**src/rtl/assert_macros.svh**
```systemverilog
// Assertion macros shared by the span merge RTL.
`ifndef ASSERT_MACROS_SVH
`define ASSERT_MACROS_SVH

// Same-cycle implication, checked on every clock edge outside reset.
`define ASSERT_IMPLY(label, ante, cons, msg) \
   label: assert property (@(posedge clock) disable iff (reset) (ante) |-> (cons)) \
      else $error(msg);

// Next-cycle implication, checked on every clock edge outside reset.
`define ASSERT_NEXT(label, ante, cons, msg) \
   label: assert property (@(posedge clock) disable iff (reset) (ante) |=> (cons)) \
      else $error(msg);

`endif

```
**src/rtl/sscm_pkg.sv**
```systemverilog
// Types, constants and codes shared by the span scale, clip and merge block.
package sscm_pkg;

   localparam int TYPE_COUNT_DEF    = 16;
   localparam int FRACTION_BITS_DEF = 8;

   localparam int TIME_W       = 48;
   localparam int SCALE_W      = 32;
   localparam int SCALE_FRAC   = 24;
   localparam int PIX_W        = 24;
   localparam int TYPE_FIELD_W = 4;
   localparam int CSR_W        = 48;
   localparam int PART_W       = TIME_W / 2;
   localparam int PROD_W       = PART_W + SCALE_W;
   localparam int ACC_W        = TIME_W + SCALE_W;

   localparam logic [TIME_W-1:0]  VIEW_START_RST  = '0;
   localparam logic [SCALE_W-1:0] PIXEL_SCALE_RST = 32'd16777216;
   localparam logic [PIX_W-1:0]   VIEW_WIDTH_RST  = 24'd491520;
   localparam logic [PIX_W-1:0]   MERGE_GAP_RST   = 24'd512;

   typedef enum logic {
      OP_SEGMENT = 1'b0,
      OP_FLUSH   = 1'b1
   } op_type;

   typedef enum logic [1:0] {
      CSR_VIEW_START  = 2'd0,
      CSR_PIXEL_SCALE = 2'd1,
      CSR_VIEW_WIDTH  = 2'd2,
      CSR_MERGE_GAP   = 2'd3
   } csr_index_type;

   typedef enum logic [3:0] {
      ST_IDLE,
      ST_DIFF,
      ST_MUL_LO,
      ST_MUL_HI,
      ST_ACCUM,
      ST_PIXEL,
      ST_DECIDE,
      ST_SEG_EMIT,
      ST_FL_SCAN,
      ST_FL_EMIT
   } state_type;

   typedef struct packed {
      logic capture;
      logic edge_sel;
      logic diff;
      logic mul_lo;
      logic mul_hi;
      logic accum;
      logic store_pix;
      logic scan_mode;
      logic scan_clear;
      logic scan_next;
      logic wr_new;
      logic wr_merge;
      logic set_open;
      logic load_seg;
      logic load_flush;
   } ctrl_cmd_type;

   typedef struct packed {
      logic skip;
      logic keep;
      logic entry_open;
      logic merge;
      logic scan_open;
      logic cnt_zero;
      logic rsp_free;
   } dp_status_type;

endpackage

```
**src/rtl/span_scale_clip_merge.sv**
```systemverilog
// Top level of the span scale, clip and merge block.
//
//   Channel   Direction   Handshake             Contents
//   req       in          req_valid/req_stall   operation, seg_type, start_ms, end_ms
//   rsp       out         rsp_valid/rsp_stall   span_type, x_left, x_right, last
//   csr       in          csr_we                csr_index, csr_wdata
//
// A segment converts its start edge, then its end edge; each edge takes a subtract, two 24x32
// partial products on the one shared multiplier, a sum and a clamp. A segment that closes
// an open span also emits it; an ignored segment is not converted. Until a segment or flush
// is done, req_stall holds the next request. A flush emits one result per open type in order.
// Reset is synchronous; it loads the register defaults and closes every span at once.
// A result waits in an output register; a new result waits while rsp_stall holds that register.
module span_scale_clip_merge #(
   parameter int TYPE_COUNT    = sscm_pkg::TYPE_COUNT_DEF,
   parameter int FRACTION_BITS = sscm_pkg::FRACTION_BITS_DEF
) (
   input  logic                              clock,
   input  logic                              reset,
   input  logic                              req_valid,
   output logic                              req_stall,
   input  logic                              req_operation,
   input  logic [sscm_pkg::TYPE_FIELD_W-1:0] req_seg_type,
   input  logic [sscm_pkg::TIME_W-1:0]       req_start_ms,
   input  logic [sscm_pkg::TIME_W-1:0]       req_end_ms,
   output logic                              rsp_valid,
   input  logic                              rsp_stall,
   output logic [sscm_pkg::TYPE_FIELD_W-1:0] rsp_span_type,
   output logic [sscm_pkg::PIX_W-1:0]        rsp_x_left,
   output logic [sscm_pkg::PIX_W-1:0]        rsp_x_right,
   output logic                              rsp_last,
   input  logic                              csr_we,
   input  sscm_pkg::csr_index_type           csr_index,
   input  logic [sscm_pkg::CSR_W-1:0]        csr_wdata
);

   import sscm_pkg::*;

   ctrl_cmd_type  cmd;
   dp_status_type st;

   sscm_ctrl u_ctrl (
      .clock(clock),
      .reset(reset),
      .req_valid(req_valid),
      .req_operation(req_operation),
      .req_stall(req_stall),
      .st(st),
      .cmd(cmd)
   );

   sscm_datapath #(
      .TYPE_COUNT(TYPE_COUNT),
      .FRACTION_BITS(FRACTION_BITS)
   ) u_datapath (
      .clock(clock),
      .reset(reset),
      .cmd(cmd),
      .st(st),
      .req_seg_type(req_seg_type),
      .req_start_ms(req_start_ms),
      .req_end_ms(req_end_ms),
      .csr_we(csr_we),
      .csr_index(csr_index),
      .csr_wdata(csr_wdata),
      .rsp_stall(rsp_stall),
      .rsp_valid(rsp_valid),
      .rsp_span_type(rsp_span_type),
      .rsp_x_left(rsp_x_left),
      .rsp_x_right(rsp_x_right),
      .rsp_last(rsp_last)
   );

endmodule

```
**src/rtl/sscm_ram.sv**
```systemverilog
// Generic single-write, single-read RAM with registered read data.
module sscm_ram #(
   parameter int WIDTH = 48,
   parameter int DEPTH = 16
) (
   input  logic                                  clock,
   input  logic                                  we,
   input  logic [(DEPTH > 1 ? $clog2(DEPTH) : 1)-1:0] waddr,
   input  logic [WIDTH-1:0]                      wdata,
   input  logic [(DEPTH > 1 ? $clog2(DEPTH) : 1)-1:0] raddr,
   output logic [WIDTH-1:0]                      rdata
);

   logic [WIDTH-1:0] mem_ff [DEPTH];
   logic [WIDTH-1:0] rdata_ff;

   always_ff @(posedge clock) begin
      if (we) begin
         mem_ff[waddr] <= wdata;
      end
      rdata_ff <= mem_ff[raddr];
   end

   assign rdata = rdata_ff;

endmodule

```
**src/rtl/sscm_datapath.sv**
```systemverilog
// Datapath: configuration registers, edge conversion, span store and result register.
module sscm_datapath #(
   parameter int TYPE_COUNT    = sscm_pkg::TYPE_COUNT_DEF,
   parameter int FRACTION_BITS = sscm_pkg::FRACTION_BITS_DEF
) (
   input  logic                                 clock,
   input  logic                                 reset,
   input  sscm_pkg::ctrl_cmd_type               cmd,
   output sscm_pkg::dp_status_type              st,
   input  logic [sscm_pkg::TYPE_FIELD_W-1:0]    req_seg_type,
   input  logic [sscm_pkg::TIME_W-1:0]          req_start_ms,
   input  logic [sscm_pkg::TIME_W-1:0]          req_end_ms,
   input  logic                                 csr_we,
   input  sscm_pkg::csr_index_type              csr_index,
   input  logic [sscm_pkg::CSR_W-1:0]           csr_wdata,
   input  logic                                 rsp_stall,
   output logic                                 rsp_valid,
   output logic [sscm_pkg::TYPE_FIELD_W-1:0]    rsp_span_type,
   output logic [sscm_pkg::PIX_W-1:0]           rsp_x_left,
   output logic [sscm_pkg::PIX_W-1:0]           rsp_x_right,
   output logic                                 rsp_last
);

   import sscm_pkg::*;

   localparam int TYPE_W = (TYPE_COUNT > 1) ? $clog2(TYPE_COUNT) : 1;
   localparam int CNT_W  = $clog2(TYPE_COUNT + 1);
   localparam int SHIFT  = SCALE_FRAC - FRACTION_BITS;
   localparam logic signed [PIX_W:0] HALF_PIX = (PIX_W + 1)'(1 << (FRACTION_BITS - 1));

   logic [TIME_W-1:0]   view_start_ff, view_start_in;
   logic [SCALE_W-1:0]  pixel_scale_ff, pixel_scale_in;
   logic [PIX_W-1:0]    view_width_ff, view_width_in;
   logic [PIX_W-1:0]    merge_gap_ff, merge_gap_in;

   logic [TYPE_FIELD_W-1:0] type_ff, type_in;
   logic [TIME_W-1:0]   start_ff, start_in;
   logic [TIME_W-1:0]   end_ff, end_in;
   logic [TIME_W-1:0]   ud_ff, ud_in;
   logic                nonpos_ff, nonpos_in;
   logic [PROD_W-1:0]   prod_ff, prod_in;
   logic [ACC_W-1:0]    acc_ff, acc_in;
   logic [PIX_W-1:0]    x1_ff, x1_in;
   logic [PIX_W-1:0]    x2_ff, x2_in;

   logic [TYPE_COUNT-1:0] open_ff, open_in;
   logic [CNT_W-1:0]    open_cnt_ff, open_cnt_in;
   logic [TYPE_W-1:0]   scan_idx_ff, scan_idx_in;

   logic                rsp_valid_ff, rsp_valid_in;
   logic [TYPE_FIELD_W-1:0] rsp_type_ff, rsp_type_in;
   logic [PIX_W-1:0]    rsp_left_ff, rsp_left_in;
   logic [PIX_W-1:0]    rsp_right_ff, rsp_right_in;
   logic                rsp_last_ff, rsp_last_in;

   logic [TIME_W-1:0]   sel_time;
   logic signed [TIME_W:0] diff;
   logic [PART_W-1:0]   mul_a;
   logic [ACC_W-1:0]    shifted;
   logic [PIX_W-1:0]    pix;
   logic [TYPE_W-1:0]   type_idx;
   logic [TYPE_W-1:0]   ram_addr;
   logic                ram_we;
   logic [2*PIX_W-1:0]  ram_wdata;
   logic [2*PIX_W-1:0]  ram_rdata;
   logic [PIX_W-1:0]    rd_left;
   logic [PIX_W-1:0]    rd_right;
   logic [PIX_W-1:0]    right_max;
   logic signed [PIX_W:0] width_diff;
   logic signed [PIX_W:0] gap_diff;

   // Configuration writes.
   always_comb begin
      view_start_in  = view_start_ff;
      pixel_scale_in = pixel_scale_ff;
      view_width_in  = view_width_ff;
      merge_gap_in   = merge_gap_ff;
      if (csr_we) begin
         unique case (csr_index)
            CSR_VIEW_START:  view_start_in  = csr_wdata[TIME_W-1:0];
            CSR_PIXEL_SCALE: pixel_scale_in = csr_wdata[SCALE_W-1:0];
            CSR_VIEW_WIDTH:  view_width_in  = csr_wdata[PIX_W-1:0];
            CSR_MERGE_GAP:   merge_gap_in   = csr_wdata[PIX_W-1:0];
         endcase
      end
   end

   // Edge conversion: difference, two partial products, sum, clamp.
   assign sel_time = cmd.edge_sel ? end_ff : start_ff;
   assign diff     = $signed({sel_time[TIME_W-1], sel_time})
                   - $signed({view_start_ff[TIME_W-1], view_start_ff});
   assign mul_a    = cmd.mul_hi ? ud_ff[TIME_W-1:PART_W] : ud_ff[PART_W-1:0];
   assign shifted  = acc_ff >> SHIFT;

   always_comb begin
      if (nonpos_ff) begin
         pix = '0;
      end else if ((|shifted[ACC_W-1:PIX_W]) || (shifted[PIX_W-1:0] > view_width_ff)) begin
         pix = view_width_ff;
      end else begin
         pix = shifted[PIX_W-1:0];
      end
   end

   always_comb begin
      type_in   = type_ff;
      start_in  = start_ff;
      end_in    = end_ff;
      ud_in     = ud_ff;
      nonpos_in = nonpos_ff;
      prod_in   = prod_ff;
      acc_in    = acc_ff;
      x1_in     = x1_ff;
      x2_in     = x2_ff;
      if (cmd.capture) begin
         type_in  = req_seg_type;
         start_in = req_start_ms;
         end_in   = req_end_ms;
      end
      if (cmd.diff) begin
         ud_in     = diff[TIME_W-1:0];
         nonpos_in = diff[TIME_W] || (diff == '0);
      end
      if (cmd.mul_lo || cmd.mul_hi) begin
         prod_in = mul_a * pixel_scale_ff;
      end
      if (cmd.mul_hi) begin
         acc_in = {{(ACC_W - PROD_W){1'b0}}, prod_ff};
      end
      if (cmd.accum) begin
         acc_in = acc_ff + {prod_ff, {PART_W{1'b0}}};
      end
      if (cmd.store_pix) begin
         if (cmd.edge_sel) begin
            x2_in = pix;
         end else begin
            x1_in = pix;
         end
      end
   end

   // Span store.
   assign type_idx  = TYPE_W'(type_ff);
   assign ram_addr  = cmd.scan_mode ? scan_idx_ff : type_idx;
   assign rd_left   = ram_rdata[2*PIX_W-1:PIX_W];
   assign rd_right  = ram_rdata[PIX_W-1:0];
   assign right_max = (x2_ff > rd_right) ? x2_ff : rd_right;
   assign ram_we    = cmd.wr_new || cmd.wr_merge;
   assign ram_wdata = cmd.wr_merge ? {rd_left, right_max} : {x1_ff, x2_ff};

   sscm_ram #(
      .WIDTH(2 * PIX_W),
      .DEPTH(TYPE_COUNT)
   ) u_span_ram (
      .clock(clock),
      .we(ram_we),
      .waddr(ram_addr),
      .wdata(ram_wdata),
      .raddr(ram_addr),
      .rdata(ram_rdata)
   );

   always_comb begin
      open_in     = open_ff;
      open_cnt_in = open_cnt_ff;
      scan_idx_in = scan_idx_ff;
      if (cmd.set_open) begin
         open_in[type_idx] = 1'b1;
         open_cnt_in       = open_cnt_ff + CNT_W'(1);
      end
      if (cmd.load_flush) begin
         open_in[scan_idx_ff] = 1'b0;
         open_cnt_in          = open_cnt_ff - CNT_W'(1);
      end
      if (cmd.scan_clear) begin
         scan_idx_in = '0;
      end else if (cmd.scan_next) begin
         scan_idx_in = scan_idx_ff + TYPE_W'(1);
      end
   end

   // Result register.
   always_comb begin
      rsp_valid_in = rsp_valid_ff && rsp_stall;
      rsp_type_in  = rsp_type_ff;
      rsp_left_in  = rsp_left_ff;
      rsp_right_in = rsp_right_ff;
      rsp_last_in  = rsp_last_ff;
      if (cmd.load_seg) begin
         rsp_valid_in = 1'b1;
         rsp_type_in  = type_ff;
         rsp_left_in  = rd_left;
         rsp_right_in = rd_right;
         rsp_last_in  = 1'b1;
      end else if (cmd.load_flush) begin
         rsp_valid_in = 1'b1;
         rsp_type_in  = TYPE_FIELD_W'(scan_idx_ff);
         rsp_left_in  = rd_left;
         rsp_right_in = rd_right;
         rsp_last_in  = (open_cnt_ff == CNT_W'(1));
      end
   end

   always_ff @(posedge clock) begin
      if (reset) begin
         view_start_ff  <= VIEW_START_RST;
         pixel_scale_ff <= PIXEL_SCALE_RST;
         view_width_ff  <= VIEW_WIDTH_RST;
         merge_gap_ff   <= MERGE_GAP_RST;
         open_ff        <= '0;
         open_cnt_ff    <= '0;
         scan_idx_ff    <= '0;
         rsp_valid_ff   <= 1'b0;
      end else begin
         view_start_ff  <= view_start_in;
         pixel_scale_ff <= pixel_scale_in;
         view_width_ff  <= view_width_in;
         merge_gap_ff   <= merge_gap_in;
         open_ff        <= open_in;
         open_cnt_ff    <= open_cnt_in;
         scan_idx_ff    <= scan_idx_in;
         rsp_valid_ff   <= rsp_valid_in;
      end
   end

   always_ff @(posedge clock) begin
      type_ff      <= type_in;
      start_ff     <= start_in;
      end_ff       <= end_in;
      ud_ff        <= ud_in;
      nonpos_ff    <= nonpos_in;
      prod_ff      <= prod_in;
      acc_ff       <= acc_in;
      x1_ff        <= x1_in;
      x2_ff        <= x2_in;
      rsp_type_ff  <= rsp_type_in;
      rsp_left_ff  <= rsp_left_in;
      rsp_right_ff <= rsp_right_in;
      rsp_last_ff  <= rsp_last_in;
   end

   // Status toward the controller.
   assign width_diff = $signed({1'b0, x2_ff}) - $signed({1'b0, x1_ff});
   assign gap_diff   = $signed({1'b0, x1_ff}) - $signed({1'b0, rd_right});

   assign st.skip       = (32'(req_seg_type) >= 32'(TYPE_COUNT)) || (pixel_scale_ff == '0);
   assign st.keep       = !(width_diff < HALF_PIX);
   assign st.entry_open = open_ff[type_idx];
   assign st.merge      = gap_diff < $signed({1'b0, merge_gap_ff});
   assign st.scan_open  = open_ff[scan_idx_ff];
   assign st.cnt_zero   = (open_cnt_ff == '0);
   assign st.rsp_free   = !rsp_valid_ff || !rsp_stall;

   assign rsp_valid     = rsp_valid_ff;
   assign rsp_span_type = rsp_type_ff;
   assign rsp_x_left    = rsp_left_ff;
   assign rsp_x_right   = rsp_right_ff;
   assign rsp_last      = rsp_last_ff;

`include "assert_macros.svh"

   `ASSERT_IMPLY(a_load_slot_free, cmd.load_seg || cmd.load_flush, !rsp_valid_ff || !rsp_stall, "result loaded over a transaction still held")
   `ASSERT_IMPLY(a_open_count, 1'b1, open_cnt_ff == CNT_W'($countones(open_ff)), "open span count disagrees with open flags")

endmodule

```
**src/rtl/sscm_ctrl.sv**
```systemverilog
// Controller state machine that sequences edge conversion, merging and flushing.
module sscm_ctrl (
   input  logic                    clock,
   input  logic                    reset,
   input  logic                    req_valid,
   input  logic                    req_operation,
   output logic                    req_stall,
   input  sscm_pkg::dp_status_type st,
   output sscm_pkg::ctrl_cmd_type  cmd
);

   import sscm_pkg::*;

   state_type state_ff, state_in;
   logic      edge_sel_ff, edge_sel_in;

   always_comb begin
      state_in    = state_ff;
      edge_sel_in = edge_sel_ff;
      unique case (state_ff)
         ST_IDLE: begin
            edge_sel_in = 1'b0;
            if (req_valid) begin
               if (req_operation == OP_FLUSH) begin
                  state_in = ST_FL_SCAN;
               end else if (!st.skip) begin
                  state_in = ST_DIFF;
               end
            end
         end
         ST_DIFF:   state_in = ST_MUL_LO;
         ST_MUL_LO: state_in = ST_MUL_HI;
         ST_MUL_HI: state_in = ST_ACCUM;
         ST_ACCUM:  state_in = ST_PIXEL;
         ST_PIXEL: begin
            edge_sel_in = !edge_sel_ff;
            state_in    = edge_sel_ff ? ST_DECIDE : ST_DIFF;
         end
         ST_DECIDE: begin
            if (st.keep && st.entry_open && !st.merge) begin
               state_in = ST_SEG_EMIT;
            end else begin
               state_in = ST_IDLE;
            end
         end
         ST_SEG_EMIT: begin
            if (st.rsp_free) begin
               state_in = ST_IDLE;
            end
         end
         ST_FL_SCAN: begin
            if (st.cnt_zero) begin
               state_in = ST_IDLE;
            end else if (st.scan_open) begin
               state_in = ST_FL_EMIT;
            end
         end
         ST_FL_EMIT: begin
            if (st.rsp_free) begin
               state_in = ST_FL_SCAN;
            end
         end
         default: state_in = ST_IDLE;
      endcase
   end

   always_comb begin
      cmd          = '0;
      cmd.edge_sel = edge_sel_ff;
      req_stall    = 1'b1;
      unique case (state_ff)
         ST_IDLE: begin
            req_stall      = 1'b0;
            cmd.capture    = req_valid;
            cmd.scan_clear = req_valid;
         end
         ST_DIFF:   cmd.diff      = 1'b1;
         ST_MUL_LO: cmd.mul_lo    = 1'b1;
         ST_MUL_HI: cmd.mul_hi    = 1'b1;
         ST_ACCUM:  cmd.accum     = 1'b1;
         ST_PIXEL:  cmd.store_pix = 1'b1;
         ST_DECIDE: begin
            cmd.wr_merge = st.keep && st.entry_open && st.merge;
            cmd.wr_new   = st.keep && !st.entry_open;
            cmd.set_open = st.keep && !st.entry_open;
         end
         ST_SEG_EMIT: begin
            cmd.load_seg = st.rsp_free;
            cmd.wr_new   = st.rsp_free;
         end
         ST_FL_SCAN: begin
            cmd.scan_mode = 1'b1;
            cmd.scan_next = !st.cnt_zero && !st.scan_open;
         end
         ST_FL_EMIT: begin
            cmd.scan_mode  = 1'b1;
            cmd.load_flush = st.rsp_free;
            cmd.scan_next  = st.rsp_free;
         end
         default: begin
            req_stall = 1'b1;
         end
      endcase
   end

   always_ff @(posedge clock) begin
      if (reset) begin
         state_ff    <= ST_IDLE;
         edge_sel_ff <= 1'b0;
      end else begin
         state_ff    <= state_in;
         edge_sel_ff <= edge_sel_in;
      end
   end

`include "assert_macros.svh"

   `ASSERT_IMPLY(a_decide_after_end_edge, state_ff == ST_DECIDE, edge_sel_ff == 1'b0 && $past(state_ff) == ST_PIXEL, "merge decision taken before both edges were converted")
   `ASSERT_NEXT(a_start_then_end, state_ff == ST_PIXEL && !edge_sel_ff, state_ff == ST_DIFF && edge_sel_ff, "end edge conversion did not follow the start edge")

endmodule
```
**config.mk**
```make
export PLATFORM = sky130hd
export DESIGN_NAME = span_scale_clip_merge
export DESIGN_NICKNAME = d
export VERILOG_FILES = /design/src/rtl/sscm_pkg.sv /design/src/rtl/span_scale_clip_merge.sv /design/src/rtl/sscm_ram.sv /design/src/rtl/sscm_datapath.sv /design/src/rtl/sscm_ctrl.sv
export VERILOG_INCLUDE_DIRS = /design/src /design/src/rtl
export SDC_FILE = /design/constraint.sdc
export NUM_CORES = 2
export LEC_CHECK = 0
export BUFFER_PORTS_ARGS = -buffer_cell sky130_fd_sc_hd__buf_4
export CAP_MARGIN = 20
export CORE_MARGIN = 2
export CORE_UTILIZATION = 39
export CTS_CLUSTER_DIAMETER = 120
export DETAILED_ROUTE_END_ITERATION = 16
export PLACE_DENSITY = 0.65
export RECOVER_POWER = 50
export SKIP_CTS_REPAIR_TIMING = 1
export SLEW_MARGIN = 25
export SYNTH_ARGS = -nofsm -noshare
export SYNTH_HDL_FRONTEND = slang
export SYNTH_HIERARCHICAL = 1
export SYNTH_SLANG_ARGS = --single-unit
```
**constraint.sdc**
```tcl
create_clock -name clock -period 26.8 [get_ports clock]
set_input_delay 5.36 -clock clock [delete_from_list [all_inputs] [get_ports clock]]
set_output_delay 5.36 -clock clock [all_outputs]
set_load 0.05 [all_outputs]
```
# [Word level (Yosys, flattened, before mapping)]
# Memories as Yosys holds them, arrays and structs flattened. A register that Yosys moved wholly into a read port is not among the register bits.
# Index checks and enable logic that the tools add are counted.
[classes] muxes=55 order_cmp=8 addsub=7 n_div=0 multipliers=1 n_reduce_logical=40 eq_ne=18 n_bitwise=4 shift=0
[ops] op="24-bit two-way mux" n=8
[ops] op="80-bit two-way mux" n=2
[ops] op="48-bit two-way mux" n=2
[ops] op="80-bit adder" n=1
[ops] op="24-bit by 32-bit multiplier with 56-bit output" n=1
[ops] op="24-bit by 24-bit subtractor with 25-bit output" n=2
[ops] op="49-bit zero test" n=1
[ops] op="48-bit by 48-bit subtractor with 49-bit output" n=1
[ops] op="24-bit greater-than comparator" n=2
[ops] op="4-bit two-way mux" n=10
[ops] op="4-bit case mux with 10 select lines" n=1
[ops] op="40-bit OR reduction" n=1
[ops] op="32-bit zero test" n=1
[ops] op="16-bit two-way mux" n=2
[ops] op="25-bit less-than comparator" n=1
[ops] op="25-bit by 9-bit less-than comparator with 1-bit output, second input constant" n=1
[ops] op="1-bit two-way mux" n=18
[ops] op="16-bit AND" n=1
[ops] op="4-bit by 3-bit equality test with 1-bit output, second input constant" n=4
[ops] op="16-bit NOT" n=1
[ops] op="16-bit bitwise OR" n=1
[ops] op="2-bit AND reduction" n=6
[ops] op="4-bit by 5-bit less-than comparator with 1-bit output, second input constant" n=2
[ops] op="5-bit two-way mux" n=2
[ops] op="other kinds (29)" n=61
[totals] ramBits=768 inputBits=156 mem_bits_ro=0 output_inout_bits=55 latch_bits=0 memories=1 reg_bits=545 elab_cells=157
[mem_list] memory="u_datapath.u_span_ram.mem_ff" words=16 word_bits=48 rd=1 rd_clocked_by_memory_dff=1 write_ports=1 line="sscm_ram.sv:14" source="logic [WIDTH-1:0] mem_ff [DEPTH];"

# [Logic depth before layout (Yosys ltp)]
[depth] word_depth=9 depth_mapped=33 mapped_depth_nobuf=29

# [Cells and area by module]
# Netlist, hierarchy kept.
[by_module_without_submodules] module="sscm_datapath" area_each_um2=54121.9 seq_area_each_um2=14183.6 instances=1 cells_each=5684
[by_module_without_submodules] module="sscm_ram" area_each_um2=29691.0 seq_area_each_um2=24023.0 instances=1 cells_each=1242
[by_module_without_submodules] module="sscm_ctrl" area_each_um2=489.2 seq_area_each_um2=100.1 instances=1 cells_each=71

# [Least setup slack after synthesis]
# Ideal clock, no wire load.
[synth_timing] path_kind="input -> register" from="input port rsp_stall" to="memory u_datapath.u_span_ram.mem_ff[0][0] (enable)" path_slack_ns=16.545 stages=7 arrival_time_ns=9.742 path_buffers=0 cell_sequence="nand2_1 nand2_1 nor3_1 or2_2 or2_2 or3b_2 nor3_1"
[synth_rtl] element="start, declared" line="span_scale_clip_merge.sv:27" source="input logic rsp_stall,"
[synth_rtl] element="end, declared" line="sscm_ram.sv:14"

==> results_dict.tcl <==
set metrics [dict create \
    clk_latency_ns 0.79 \
    cp_data_arrival_time_ns 12.77 \
    tns_ns 0 \
    critPathKind "reg -> reg" \
    synth_top_area_share_pct 40.5 \
    final_area_sq_mm 0.0934 \
    setup_viol 0 \
    cts.sinks 1345 \
    clockBufferDepth 3 \
    vias_per_cell 5.47 \
    drive_gt1_share_pct 10.8 \
    synth_top_family_by_area "adder cells" \
    drt_pass1_iterations 6 \
    synthSimpleGateAreaFrac_pct 10.6 \
    slew_headroom_pct -233 \
    synth-compound-area-share_pct 7.46 \
    synth_seq_cells 1345 \
    r2r_cells 11 \
    cts_tree "done" \
    ys_seq_area_share_pct 45.4 \
    hold_violations 0 \
    crit_start "u_ctrl/state_ff[1]$_SDFFE_PP0P_" \
    period_share_pct 45.0 \
    grt_max_degree 104 \
    fp.dieH_um 469 \
    synth_flop_cell "edfxtp_1" \
    maxCapViolations 19 \
    synthArstFlopShare_pct 0 \
    ys_types 89 \
    grt_usage_pct 21.1 \
    h-tree-depth 4 \
    vias 55205 \
    clk_pin_slew_ns 0.06 \
    cp.required_ns 27.51 \
    fin_skew_ns 0.0349 \
    syn_nets 8225 \
    yosys_warnings 6 \
    die_width_um 469 \
    synthXorXnorAreaFrac_pct 1.59 \
    synth-edff-count 1137 \
    status "finished, violations left" \
    ios 211 \
    drt_iter0_markers 5053 \
    maxSlewViolCount 933 \
    setup_ws_ns 14.75 \
    area_delta_synth_final_pct 10.8 \
    yosysTopAreaCell "edfxtp_1" \
    antenna_found_initial 19 \
    mostFrequentLayoutCells "edfxtp_1, inv_1, nand2_1" \
    avgSynthCellArea_sq_um 12.0 \
    placed_cell_area_sq_mm 0.0891 \
    worst_pin_slew_ns 4.99 \
    nets 8358 \
    violations "capacitance limit, slew limit" \
    end_kind "flop" \
    portBuffers 210 \
    syn_area_sq_mm 0.0843 \
    grt_first_pass_wirelength_um 351000 \
    synth_cells 6997 \
    min_path_cells 0 \
    grt_setup_unrepaired "false" \
    routed_wl_um 231000 \
    muxShareOfSynthArea_pct 7.51 \
    hold_class "reg -> reg" \
    die-area_sq_mm 0.220 \
    grt_overflow 0 \
    ir_drop_mv 0.0671 \
    start_util_pct 39.2 \
    coreArea_sq_mm 0.215 \
    grt_pass1_vias 56952 \
    dp_hpwl_um 160000 \
    p_leak_nw 36.5 \
    num_rows 170 \
    power.density_mw_per_mm2 75.2 \
    fmax_mhz 83.0 \
    routedWlPerCell_um 22.9 \
    period_needed_ns 12.05 \
    gp_congestion 0.933 \
    antenna_left 0 \
    worstReg2RegStart "u_ctrl/state_ff[1]$_SDFFE_PP0P_" \
    start_kind "flop" \
    layout_commonest_cell "edfxtp_1" \
    ys_top_cells_by_area "edfxtp_1, fa_1, ha_1, mux4_2, dfxtp_1" \
    drc_errors 0 \
    worstPathMaxFanout 71 \
    dp_slack_ns 17.12 \
    min_from "u_datapath/u_span_ram/rdata[32]$_DFF_P_" \
    root_buffer "clkbuf_16" \
    cts-buffers-inserted 141 \
    synthAdderAreaFrac_pct 21.8 \
]
-- cell usage after synthesis (12+ instances only) --
| cell | instances |
|---|---|
| inv_1 | 910 |
| edfxtp_1 | 1137 |
| mux4_2 | 202 |
| nand4_1 | 50 |
| fa_1 | 661 |
| xnor2_1 | 104 |
| ha_1 | 411 |
| and3_1 | 34 |
| mux2_2 | 119 |
| a311oi_1 | 23 |
| o211ai_1 | 25 |
| a21o_1 | 115 |
| a22oi_1 | 97 |
| clkbuf_1 | 264 |
| o21a_1 | 40 |
| and2_1 | 314 |
| nand3_1 | 44 |
| buf_1 | 25 |
| a31oi_1 | 23 |
| o21bai_1 | 22 |
| nor2b_1 | 140 |
| buf_2 | 12 |
| nand2_1 | 843 |
| a21oi_1 | 335 |
| o21ai_1 | 24 |
| nand3b_1 | 14 |
| o21ai_0 | 125 |
| dfxtp_1 | 208 |
| xor2_1 | 47 |
| nand2b_1 | 43 |
| mux2i_1 | 44 |
| nor2_1 | 206 |
| or3_1 | 27 |
| buf_4 | 21 |
| nor3_1 | 65 |
| nor4_1 | 31 |
| a211oi_1 | 25 |
| o31ai_1 | 17 |
-- layout make-up --
cell class	count	area, sq um
fillers	19727	121000
diodes	3	7.51
inverters	910	3420
clock buffers	180	3800
flip-flops and latches	1345	38300
multi-input cells	4417	41400
clock inverters	76	893
repair buffers	315	1970
well taps	2838	3550
-- worst max-delay path, stage by stage, from the launching register on --
cell and delay [ns]:
dfxtp_1 0.44, nor2_1 0.38, nand2_1 0.19, inv_1 0.29
nand2_1 0.15, o21ai_4 0.08, clkbuf_1 3.20, clkbuf_1 2.94
clkbuf_1 3.18, mux4_2 0.76, a22oi_1 0.12, nand2_1 0.11
-- logic make-up after synthesis --
| family | Yosys count |
|---|---|
| simple gates | 1851 |
| xor+xnor | 152 |
| fa+ha+maj | 1072 |
| mux | 365 |
| buf+inv | 1235 |
| compound gates | 977 |
| flops | 1345 |
-- power breakdown --
part           switching (mW)  internal, mW  total [mW]
clock                   0.843          1.15        1.99
sequential              0.129          2.47        2.60
combinational            1.46         0.969        2.42
-- stage by stage --
step	std cells	hold slack [ns]	power, mW	utilization, %
6_report	10084	0.431	7.02	43.5
5_1_grt	10082	0.454	7.40	43.5
4_1_cts	10081	0.433	7.02	43.7
3_5_place_dp	9825	0.417	5.01	41.5
3_3_place_gp	9825	0.417	4.97	41.5
2_1_floorplan	6997	0.408	4.28	-
-- state kept, by name, indices dropped and copies added (netlist names), 5 cells and up --
register and cells:
u_datapath/rsp_x_right 24, u_datapath/x2_ff 24, u_datapath/view_start_ff 48, u_datapath/acc_ff 64, u_datapath/rsp_x_left 24, u_datapath/merge_gap_ff 24
u_datapath/u_span_ram/rdata 48, u_datapath/pixel_scale_ff 32, u_datapath/prod_ff 56, u_datapath/ud_ff 48, u_datapath/start_ff 48, u_datapath/end_ff 48
u_datapath/open_ff 16, u_datapath/open_cnt_ff 5, u_datapath/x1_ff 24, u_datapath/view_width_ff 24, u_datapath/u_span_ram/mem_ff 768
-- per-layer routing --
metal  GRT usage [%]  vias to the layer above  part of all wire [%]
li1                -                    24390                     -
met1            28.4                    27975                    41
met2            33.8                     2356                    46
met3            4.08                      476                   8.5
met4            7.77                        8                   3.7
met5               0                        -                 0.024
-- final timing paths --
check                                                          endpoint  slack (ns)
worst max register to register  u_datapath/u_span_ram/rdata[20]$_DFF_P_       14.75
worst min register to register       u_datapath/rsp_x_left[8]$_DFFE_PP_        0.43
worst min-delay path                 u_datapath/rsp_x_left[8]$_DFFE_PP_        0.43
worst max-delay path            u_datapath/u_span_ram/rdata[20]$_DFF_P_       14.75
Power figures use the tool's default switching activity.
